### config.mk
export PLATFORM = sky130hd
export DESIGN_NAME = rgb_to_hsl_8bit_core
export DESIGN_NICKNAME = d
export VERILOG_FILES = /design/src/rgbhsl_pkg.sv /design/src/rgbhsl_front.sv /design/src/rgbhsl_work_q.sv /design/src/rgbhsl_back.sv /design/src/rgb_to_hsl_8bit_core.sv
export SDC_FILE = /design/constraint.sdc
export NUM_CORES = 2
export LEC_CHECK = 0
export ABC_AREA = 1
export BUFFER_PORTS_ARGS = -buffer_cell sky130_fd_sc_hd__buf_4
export CAP_MARGIN = 40
export CORE_ASPECT_RATIO = 0.6
export CORE_MARGIN = 2
export CORE_UTILIZATION = 65
export DETAILED_ROUTE_END_ITERATION = 7
export HOLD_SLACK_MARGIN = 0.03
export PLACE_DENSITY = 0.82
export SLEW_MARGIN = 10
export SYNTH_ARGS = -nofsm -noshare
export SYNTH_HDL_FRONTEND = slang
export SYNTH_HIERARCHICAL = 1
export SYNTH_SLANG_ARGS = --single-unit
### constraint.sdc
create_clock -name clk -period 22.6 [get_ports clk]
set_clock_uncertainty 0.15 [all_clocks]
set_input_delay 2.26 -clock clk [delete_from_list [all_inputs] [get_ports clk]]
set_output_delay 2.26 -clock clk [all_outputs]
set_load 0.02 [all_outputs]
### src/rgbhsl_pkg.sv
package rgbhsl_pkg;

  localparam int unsigned CH_W   = 8;
  localparam int unsigned DVD_W  = 17;   // largest dividend is 510*255 + 255
  localparam int unsigned DVS_W  = 9;    // largest divisor is 510
  localparam int unsigned NSTEP  = CH_W; // one quotient bit per divider stage
  localparam int unsigned SH_W   = $clog2(NSTEP);
  localparam int unsigned OQ_DEPTH = 2;
  localparam int unsigned WQ_DEPTH = 2;

  typedef struct packed {
    logic [CH_W-1:0] red;
    logic [CH_W-1:0] green;
    logic [CH_W-1:0] blue;
  } pixel_t;

  typedef struct packed {
    logic [CH_W-1:0] hue_out;
    logic [CH_W-1:0] sat_out;
    logic [CH_W-1:0] light_out;
  } hsl_t;

  // classified item: two divisions still to do, lightness already known
  typedef struct packed {
    logic [DVD_W-1:0] sat_dvd;
    logic [DVS_W-1:0] sat_dvs;
    logic [DVD_W-1:0] hue_dvd;
    logic [DVS_W-1:0] hue_dvs;
    logic [CH_W-1:0]  light;
  } work_t;

  typedef struct packed {
    logic [DVD_W-1:0] sat_rem;
    logic [DVS_W-1:0] sat_dvs;
    logic [CH_W-1:0]  sat_q;
    logic [DVD_W-1:0] hue_rem;
    logic [DVS_W-1:0] hue_dvs;
    logic [CH_W-1:0]  hue_q;
    logic [CH_W-1:0]  light;
  } stage_t;

  typedef struct packed {
    logic [DVD_W-1:0] rem;
    logic             qbit;
  } step_t;

  // one restoring division step for quotient bit sh
  function automatic step_t div_step(input logic [DVD_W-1:0] rem,
                                     input logic [DVS_W-1:0] dvs,
                                     input logic [SH_W-1:0]  sh);
    logic [DVD_W-1:0] sub;
    step_t            res;
    sub = DVD_W'(dvs) << sh;
    if (rem >= sub) begin
      res.rem  = rem - sub;
      res.qbit = 1'b1;
    end else begin
      res.rem  = rem;
      res.qbit = 1'b0;
    end
    return res;
  endfunction

endpackage

### src/rgbhsl_front.sv
module rgbhsl_front
  import rgbhsl_pkg::*;
(
  input  pixel_t pix,
  output work_t  work
);

  logic [CH_W-1:0]      mx;
  logic [CH_W-1:0]      mn;
  logic [CH_W:0]        sum;
  logic [CH_W:0]        sum_p1;
  logic [CH_W-1:0]      delta;
  logic [CH_W-1:0]      den;
  logic                 grey;
  logic                 red_max;
  logic                 green_max;
  logic [CH_W+1:0]      kd;
  logic signed [11:0]   dif;
  logic signed [11:0]   t;
  logic signed [19:0]   num_s;
  logic signed [19:0]   num_w;
  logic [17:0]          d510;

  always_comb begin
    mx = pix.red;
    if (pix.green > mx) mx = pix.green;
    if (pix.blue > mx)  mx = pix.blue;
    mn = pix.red;
    if (pix.green < mn) mn = pix.green;
    if (pix.blue < mn)  mn = pix.blue;
  end

  assign sum    = {1'b0, mx} + {1'b0, mn};
  assign sum_p1 = sum + 9'd1;
  assign delta  = mx - mn;
  assign grey   = (delta == '0);
  assign den    = sum[CH_W] ? CH_W'(9'd511 - sum) : sum[CH_W-1:0];
  assign d510   = 18'(delta) * 18'd510;

  // sector: ties go to red, then green
  assign red_max   = (pix.red == mx);
  assign green_max = !red_max && (pix.green == mx);

  always_comb begin
    if (red_max) begin
      kd  = '0;
      dif = $signed({4'b0, pix.green}) - $signed({4'b0, pix.blue});
    end else if (green_max) begin
      kd  = {1'b0, delta, 1'b0};
      dif = $signed({4'b0, pix.blue}) - $signed({4'b0, pix.red});
    end else begin
      kd  = {delta, 2'b0};
      dif = $signed({4'b0, pix.red}) - $signed({4'b0, pix.green});
    end
  end

  assign t     = $signed({2'b0, kd}) + dif;
  assign num_s = 20'(t) * $signed(20'd85);
  // negative hue wraps by a full turn of 255
  assign num_w = (num_s < 0) ? num_s + $signed({2'b0, d510}) : num_s;

  always_comb begin
    work.light = sum_p1[CH_W:1];
    if (grey) begin
      work.sat_dvd = '0;
      work.sat_dvs = DVS_W'(1);
      work.hue_dvd = '0;
      work.hue_dvs = DVS_W'(1);
    end else begin
      work.sat_dvd = DVD_W'(d510) + DVD_W'(den);
      work.sat_dvs = {den, 1'b0};
      work.hue_dvd = DVD_W'(num_w) + DVD_W'(delta);
      work.hue_dvs = {delta, 1'b0};
    end
  end

endmodule

### src/rgbhsl_work_q.sv
module rgbhsl_work_q
  import rgbhsl_pkg::*;
(
  input  logic  clk,
  input  logic  rst_n,
  input  logic  push,
  input  work_t wr_data,
  output logic  full,
  input  logic  pop,
  output logic  empty,
  output work_t rd_data
);

  localparam int unsigned PTR_W = $clog2(WQ_DEPTH);
  localparam int unsigned CNT_W = $clog2(WQ_DEPTH + 1);

  work_t            mem_r [WQ_DEPTH];
  logic [PTR_W-1:0] wp_r, wp_nxt;
  logic [PTR_W-1:0] rp_r, rp_nxt;
  logic [CNT_W-1:0] cnt_r, cnt_nxt;
  logic             do_push;
  logic             do_pop;

  assign full    = (cnt_r == CNT_W'(WQ_DEPTH));
  assign empty   = (cnt_r == '0);
  assign do_push = push && !full;
  assign do_pop  = pop && !empty;
  assign rd_data = mem_r[rp_r];

  always_comb begin
    wp_nxt  = do_push ? wp_r + 1'b1 : wp_r;
    rp_nxt  = do_pop ? rp_r + 1'b1 : rp_r;
    cnt_nxt = cnt_r;
    if (do_push && !do_pop) cnt_nxt = cnt_r + 1'b1;
    if (do_pop && !do_push) cnt_nxt = cnt_r - 1'b1;
  end

  always_ff @(posedge clk) begin
    if (!rst_n) begin
      wp_r  <= '0;
      rp_r  <= '0;
      cnt_r <= '0;
    end else begin
      wp_r  <= wp_nxt;
      rp_r  <= rp_nxt;
      cnt_r <= cnt_nxt;
    end
  end

  always_ff @(posedge clk) begin
    if (do_push) mem_r[wp_r] <= wr_data;
  end

endmodule

### src/rgbhsl_back.sv
module rgbhsl_back
  import rgbhsl_pkg::*;
(
  input  logic  clk,
  input  logic  rst_n,
  input  logic  work_valid,
  input  work_t work,
  output logic  work_pop,
  output logic  empty,
  input  logic  pop,
  output hsl_t  res
);

  localparam int unsigned PTR_W = $clog2(OQ_DEPTH);
  localparam int unsigned CNT_W = $clog2(OQ_DEPTH + 1);

  stage_t           st_r   [NSTEP];
  stage_t           st_nxt [NSTEP];
  stage_t           src    [NSTEP];
  logic [NSTEP-1:0] vld_r;
  logic             adv;
  logic             oq_full;
  logic             oq_push;
  logic             oq_pop;
  hsl_t             oq_r [OQ_DEPTH];
  logic [PTR_W-1:0] owp_r, owp_nxt;
  logic [PTR_W-1:0] orp_r, orp_nxt;
  logic [CNT_W-1:0] ocnt_r, ocnt_nxt;
  hsl_t             fin;

  // the whole divider pipe holds while its last stage cannot drain
  assign adv      = !(vld_r[NSTEP-1] && oq_full);
  assign work_pop = adv && work_valid;

  always_comb begin
    src[0].sat_rem = work.sat_dvd;
    src[0].sat_dvs = work.sat_dvs;
    src[0].sat_q   = '0;
    src[0].hue_rem = work.hue_dvd;
    src[0].hue_dvs = work.hue_dvs;
    src[0].hue_q   = '0;
    src[0].light   = work.light;
  end

  genvar i;
  generate
    for (i = 1; i < NSTEP; i++) begin : g_src
      assign src[i] = st_r[i-1];
    end
    for (i = 0; i < NSTEP; i++) begin : g_step
      step_t sres;
      step_t hres;
      always_comb begin
        sres = div_step(src[i].sat_rem, src[i].sat_dvs, SH_W'(NSTEP - 1 - i));
        hres = div_step(src[i].hue_rem, src[i].hue_dvs, SH_W'(NSTEP - 1 - i));
        st_nxt[i]                   = src[i];
        st_nxt[i].sat_rem           = sres.rem;
        st_nxt[i].sat_q[NSTEP-1-i]  = sres.qbit;
        st_nxt[i].hue_rem           = hres.rem;
        st_nxt[i].hue_q[NSTEP-1-i]  = hres.qbit;
      end
      always_ff @(posedge clk) begin
        if (adv) st_r[i] <= st_nxt[i];
      end
    end
  endgenerate

  always_ff @(posedge clk) begin
    if (!rst_n) begin
      vld_r <= '0;
    end else if (adv) begin
      vld_r <= {vld_r[NSTEP-2:0], work_valid};
    end
  end

  // output queue
  assign fin.hue_out   = st_r[NSTEP-1].hue_q;
  assign fin.sat_out   = st_r[NSTEP-1].sat_q;
  assign fin.light_out = st_r[NSTEP-1].light;

  assign oq_full = (ocnt_r == CNT_W'(OQ_DEPTH));
  assign empty   = (ocnt_r == '0);
  assign oq_push = adv && vld_r[NSTEP-1];
  assign oq_pop  = pop && !empty;
  assign res     = oq_r[orp_r];

  always_comb begin
    owp_nxt  = oq_push ? owp_r + 1'b1 : owp_r;
    orp_nxt  = oq_pop ? orp_r + 1'b1 : orp_r;
    ocnt_nxt = ocnt_r;
    if (oq_push && !oq_pop) ocnt_nxt = ocnt_r + 1'b1;
    if (oq_pop && !oq_push) ocnt_nxt = ocnt_r - 1'b1;
  end

  always_ff @(posedge clk) begin
    if (!rst_n) begin
      owp_r  <= '0;
      orp_r  <= '0;
      ocnt_r <= '0;
    end else begin
      owp_r  <= owp_nxt;
      orp_r  <= orp_nxt;
      ocnt_r <= ocnt_nxt;
    end
  end

  always_ff @(posedge clk) begin
    if (oq_push) oq_r[owp_r] <= fin;
  end

endmodule

### src/rgb_to_hsl_8bit_core.sv
// channel   ports                      direction  payload
// input     push, full, in_pixel       in         red, green, blue (8 bits each)
// result    pop, empty, out_pixel      out        hue_out, sat_out, light_out (8 bits each)
//
// one item per clock sustained while the result queue is popped; an item taken by push reaches
// out_pixel through the work queue write, eight divider stages (one quotient bit per stage for
// saturation and hue side by side) and the result queue write, the work queue adding no wait
// while the pipe moves
// reset clears queue pointers, counts and pipe valid bits; payload is not reset
// when the result queue is full and the last pipe stage holds an item the pipe freezes
// as a whole, the work queue then fills and raises full
module rgb_to_hsl_8bit_core
  import rgbhsl_pkg::*;
(
  input  logic   clk,
  input  logic   rst_n,
  input  logic   push,
  output logic   full,
  input  pixel_t in_pixel,
  output logic   empty,
  input  logic   pop,
  output hsl_t   out_pixel
);

  work_t work_in;
  work_t work_head;
  logic  wq_empty;
  logic  wq_pop;

  rgbhsl_front u_front (
    .pix  (in_pixel),
    .work (work_in)
  );

  rgbhsl_work_q u_work_q (
    .clk     (clk),
    .rst_n   (rst_n),
    .push    (push),
    .wr_data (work_in),
    .full    (full),
    .pop     (wq_pop),
    .empty   (wq_empty),
    .rd_data (work_head)
  );

  rgbhsl_back u_back (
    .clk        (clk),
    .rst_n      (rst_n),
    .work_valid (!wq_empty),
    .work       (work_head),
    .work_pop   (wq_pop),
    .empty      (empty),
    .pop        (pop),
    .res        (out_pixel)
  );

endmodule

==> Word-level counts from Yosys, hierarchy flattened <==
Memory sizes are Yosys's and may differ from the RTL's. A register that Yosys moved wholly into a read port is not among the register bits.
Index checks and enable logic that the tools add are counted.
{ "totals": {"ff_bits": 16, "latch_bits": 0, "mem_bits_rw": 776, "romBits": 0, "in_bits": 28, "out_inout_bits": 26, "n_memories": 3} }
{ "mem_list": {"columns": ["name", "depth", "word_bits", "rd", "rd_clocked_by_memory_dff", "write_ports", "line", "rtl"], "rows": [
  ["u_back.st_r", 8, 76, 8, 0, 8, "rgbhsl_back.sv:17", "stage_t st_r [NSTEP];"],
  ["u_work_q.mem_r", 2, 60, 1, 1, 1, "rgbhsl_work_q.sv:17", "work_t mem_r [WQ_DEPTH];"],
  ["u_back.oq_r", 2, 24, 1, 1, 1, "rgbhsl_back.sv:25", "hsl_t oq_r [OQ_DEPTH];"]
]} }
{ "op_classes": {"addsub": 35, "mul": 2, "div_mod_pow": 0, "order_cmp": 21, "n_eq_ne": 4, "n_shift": 0, "mux": 40, "bitwise_logic": 0, "n_reduce_logical": 25} }
{ "op_table": {"columns": ["op", "count"], "rows": [
  ["2-to-1 mux 18 bit", 16],
  ["2-to-1 mux 52 bit", 1],
  ["2-to-1 mux 8 bit", 5],
  ["adder 17 x 8 -> 17 bit", 2],
  [">= comparator 17 x 10 -> 1 bit", 2],
  [">= comparator 17 x 11 -> 1 bit", 2],
  [">= comparator 17 x 12 -> 1 bit", 2],
  [">= comparator 17 x 13 -> 1 bit", 2],
  [">= comparator 17 x 14 -> 1 bit", 2],
  [">= comparator 17 x 15 -> 1 bit", 2],
  [">= comparator 17 x 16 -> 1 bit", 2],
  [">= comparator 17 x 9 -> 1 bit", 2],
  ["subtractor 17 x 10 -> 17 bit", 2],
  ["subtractor 17 x 11 -> 17 bit", 2],
  ["subtractor 17 x 12 -> 17 bit", 2],
  ["subtractor 17 x 13 -> 17 bit", 2],
  ["subtractor 17 x 14 -> 17 bit", 2],
  ["subtractor 17 x 15 -> 17 bit", 2],
  ["subtractor 17 x 16 -> 17 bit", 2],
  ["subtractor 17 x 9 -> 17 bit", 2],
  ["subtractor 8 x 8 -> 9 bit", 3],
  ["2-to-1 mux 12 bit", 2],
  ["less-than comparator 20 x 1 -> 1 bit (second input constant)", 1],
  ["multiplier 12 x 8 -> 20 bit (second input constant)", 1],
  ["23 further kinds", 64]
]} }

==> Depth between registers and ports, before layout <==
{ "depth": {"ltp_word": 15, "ltp_mapped": 85, "depth_no_buf": 81} }

==> Cells and area by module <==
The synthesis kept the hierarchy.
{ "by_module_without_submodules": {"columns": ["mod", "n_inst", "cells_each", "area_each_um2", "seq_area_each_um2"], "rows": [
  ["rgbhsl_back", 1, 3109, 29396.9, 16716.0],
  ["rgbhsl_front", 1, 1327, 8720.9, 0.0],
  ["rgbhsl_work_q", 1, 227, 4884.7, 3703.6],
  ["rgb_to_hsl_8bit_core", 1, 1, 3.8, 0.0]
]} }

==> Worst setup path before layout <==
No wires, ideal clock.
{ "synth_path": {"path_kind": "register to register", "from": "register u_back.ocnt_r[0]", "to": "memory u_back/st_r[0][0] (netlist bit) (enable)", "arrival_ns": 9.918, "required_time_ns": 18.444, "slack_ns": 8.525, "path_stages_with_launch": 4, "path_buffers": 1, "period_less_slack_ns": 14.075, "cell_sequence": "dfxtp_1 > clkbuf_1 > nor3_4 > clkinv_1"} }
{ "synth_lines": {"columns": ["item", "line", "rtl"], "rows": [
  ["start, declared", "rgbhsl_back.sv:28", "logic [CNT_W-1:0] ocnt_r, ocnt_nxt;"],
  ["start signal, assigned", "rgbhsl_back.sv:103", "ocnt_r <= ocnt_nxt;"],
  ["end, declared", "rgbhsl_back.sv:17", null]
]} }

==> impl_results.md <==
- Status: finished with violations
- Failing checks: design-rule violations
- Worst-path maximum fanout: 21
- Remaining DRCs: 1
- Hold path start: u_back/st_r[0][279]$_DFFE_PN_
- CTS Hold Buffers Added: 0
- H-tree Lvls: 2
- Count leader, synth: nand2_1
- Setup ws final: 6955 ps
- Slew @ Worst Pin: 1121 ps
- Postcts setup bufs: 0
- Max-slew headroom: 25.29%
- Main flop type after synthesis: edfxtp_1
- CTS sink cnt: 686
- DR pass1 iterations: 8
- CP startpoint kind: primary input
- CP Capture Type: flop
- Worst-Skew Late Latency: 660 ps
- First-pass GRT wire length: 162800 um
- Period utilization: 69.23%
- Post-Syn Area: 0.04301 sq mm
- Initial Util: 66.21%
- CTS clk-pin slew, worst paths: 70 ps
- Worst EP required: 22860 ps
- Hold Path Class: flop to flop
- Total gr overflow: 0
- Filler cell count: 4645
- Slowest cell delay on critical path: 700 ps
- WHS Path Cells: 0
- Library cells used by synthesis: 60
- Core area: 0.06495 sq mm
- Crit path max-delay family: compound AO/OA/AOI/OAI gates
- Die area: 0.06830 sq mm
- CTS root buffer: clkbuf_16
- Initial antenna violation count: 0
- Avg Inst Size Synth: 9.221 sq um
- Slew Limit Fails: 0
- Clock Path Buffers: 3
- CP max stage cell: o21ai_0
- Antenna-violating nets left: 0
- Number of synthesized flops with an enable pin: 668
- Number of I/O port buffers: 53
- Synth top area cells: edfxtp_1 47%, nand2_1 11%, ha_1 9.2%
- Ys Warns: 6
- Worst Setup Path Type: primary input to flop
- Commonest cells in the netlist: 1221 x nand2_1, 798 x inv_1, 668 x edfxtp_1
- WP buf/inv: 13
- Asr flop ratio synth: 0%
- Die Span Y: 203.2 um
- Vias in the first global route: 29980
- Post-detail-place hpwl: 77130 um
- Worst R2R Setup Slack: 18770 ps
- Setup tns final: 0 ps
- Number of CTS-inserted buffers: 60
- Register-to-Register Path Depth: 10
- Hold endpoint: u_back/st_r[1][51]$_DFFE_PN_
- Worst flop-to-flop path endpoint: u_back/st_r[0][75]$_DFFE_PN_
- Register area share after synthesis: 47.48%
- Die Width: 336.1 um
- Tot GR Track Use: 30.31%
- Share of Yosys cell area claimed by the top area cell type: 46.64%
- Post-DR wirelength/cell: 17.93 um
- Max Cap Viol: 0
- DR iter-0 viols: 4255
- Crit path from: in_pixel[13]
- CTS tree: yes
- Fin nets: 5156
- Synthesized instance count: 4664
- Post_cts resized: 0
- Worst EP arrival: 15910 ps
- Final setup fails: 0
- Final hold viol count: 0
- Vias post-DR: 32140
- Rows: 72
- Final RePlAce weighted congestion: 0.9998
- Dominant cell type by area after synthesis: edfxtp_1
- Diodes inserted: 0
- Wirelength, routed: 101800 um
- RSZ-0062 raised after global routing: no
- Largest net degree at the start of global routing: 190
- Pre-CTS WS: 6725 ps
- # IOs: 54
- Area delta synth->final: 7.875%
- Final Critical Period: 15640 ps
- Share of post-route cells with drive strength above 1: 8.203%
- Highest clock rate: 63.92 MHz
- Register bit total from synthesis: 686
- Vias/cell: 5.660
- Net Count, Synth: 5080
-- final cells by class --
type                       instances  area [sq um]  share of cell area (%)
clock inverter                    44         520.5                   1.122
timing repair buffer              71         610.6                   1.316
multi-input combinational       3106         19100                   41.18
clock buffer                      69          1556                   3.355
sequential                       686         20420                   44.02
inverter                         815          3067                   6.610
tap                              888          1111                   2.395
-- sequential cells by signal, summed over array words and instances, names as in the netlist, named ones only --
signal	count
u_work_q/cnt_r	2
u_back/oq_r	48
u_back/vld_r	8
u_back/st_r	500
u_back/owp_r	1
u_work_q/rp_r	1
u_work_q/mem_r	120
u_back/orp_r	1
u_work_q/wp_r	1
u_back/ocnt_r	2
-- layout by cell type (no fill, tap or decap), types with 6 or more instances in the layout --
cell type / Yosys / final
nand3b_1: 12 / 12
nand3_4: 6 / 6
mux2_4: 60 / 60
nand3_1: 252 / 252
clkinvlp_4: 0 / 7
bufinv_16: 0 / 9
ha_1: 316 / 316
o21ai_1: 7 / 7
a21o_1: 10 / 10
o22ai_1: 9 / 9
mux2_2: 24 / 24
nand3_2: 11 / 11
fa_1: 72 / 72
clkinv_1: 2 / 8
nor2_2: 11 / 11
xor2_1: 114 / 114
or2_2: 10 / 10
nor3_1: 35 / 35
clkbuf_16: 0 / 61
edfxtp_1: 668 / 668
nor2_1: 371 / 368
nor2_4: 6 / 9
dfxtp_1: 18 / 17
buf_4: 13 / 66
nand2_1: 1221 / 1221
nand2_4: 6 / 6
inv_2: 15 / 16
clkinv_2: 0 / 12
o21ai_0: 103 / 103
inv_1: 798 / 797
o21bai_1: 26 / 26
xnor2_1: 55 / 55
nand2_2: 52 / 52
a21oi_1: 200 / 200
clkbuf_1: 12 / 8
nand4_1: 65 / 65
-- layer usage --
metal  vias to the layer above  routed length (um)  GRT usage [%]
met3                       124               12110          6.646
met1                     14990               48760          49.83
li1                      15390                   -              -
met5                         -                   0              0
met2                      1639               39280          40.79
met4                         0                1686          5.750
-- logic make-up (layout without fill, tap and decap cells) --
| group | after synthesis | in the layout | share of synthesized area, % |
|---|---|---|---|
| AND/OR/NAND/NOR | 2078 | 2078 | 20.67 |
| buffers and inverters | 872 | 999 | 8.164 |
| flip-flops | 686 | 686 | 47.48 |
| adder cells (fa/ha/maj) | 388 | 388 | 12.55 |
| AO/OA/AOI/OAI | 387 | 387 | 4.972 |
| XOR/XNOR | 169 | 169 | 3.442 |
| multiplexers | 84 | 84 | 2.723 |
-- metrics by stage --
stage	utilization [%]	hold slack, ps	area [sq um]	std cells
floorplan	-	250.3	43010	4664
global placement	68.09	250.8	44230	5561
detailed placement	68.19	254.5	44290	5565
CTS	71.38	254.3	46370	5678
global route	71.43	274.6	46390	5679
finish	71.43	255.6	46390	5679
-- how the worst max path moves through the flow --
stage	cells past startpoint	to	slack, ps
2_1_floorplan	3	u_back/st_r[0][0]$_DFFE_PN_	8530
3_3_place_gp	69	u_work_q/mem_r[0][28]$_DFFE_PP_	6960
3_5_place_dp	69	u_work_q/mem_r[0][28]$_DFFE_PP_	6730
4_1_cts	69	u_work_q/mem_r[1][28]$_DFFE_PP_	7400
5_1_grt	69	u_work_q/mem_r[1][28]$_DFFE_PP_	5850
6_report	69	u_work_q/mem_r[1][28]$_DFFE_PP_	6960
Power is not shown: default switching activity piles up to over one toggle a cycle in this logic, so the estimate is an artifact.
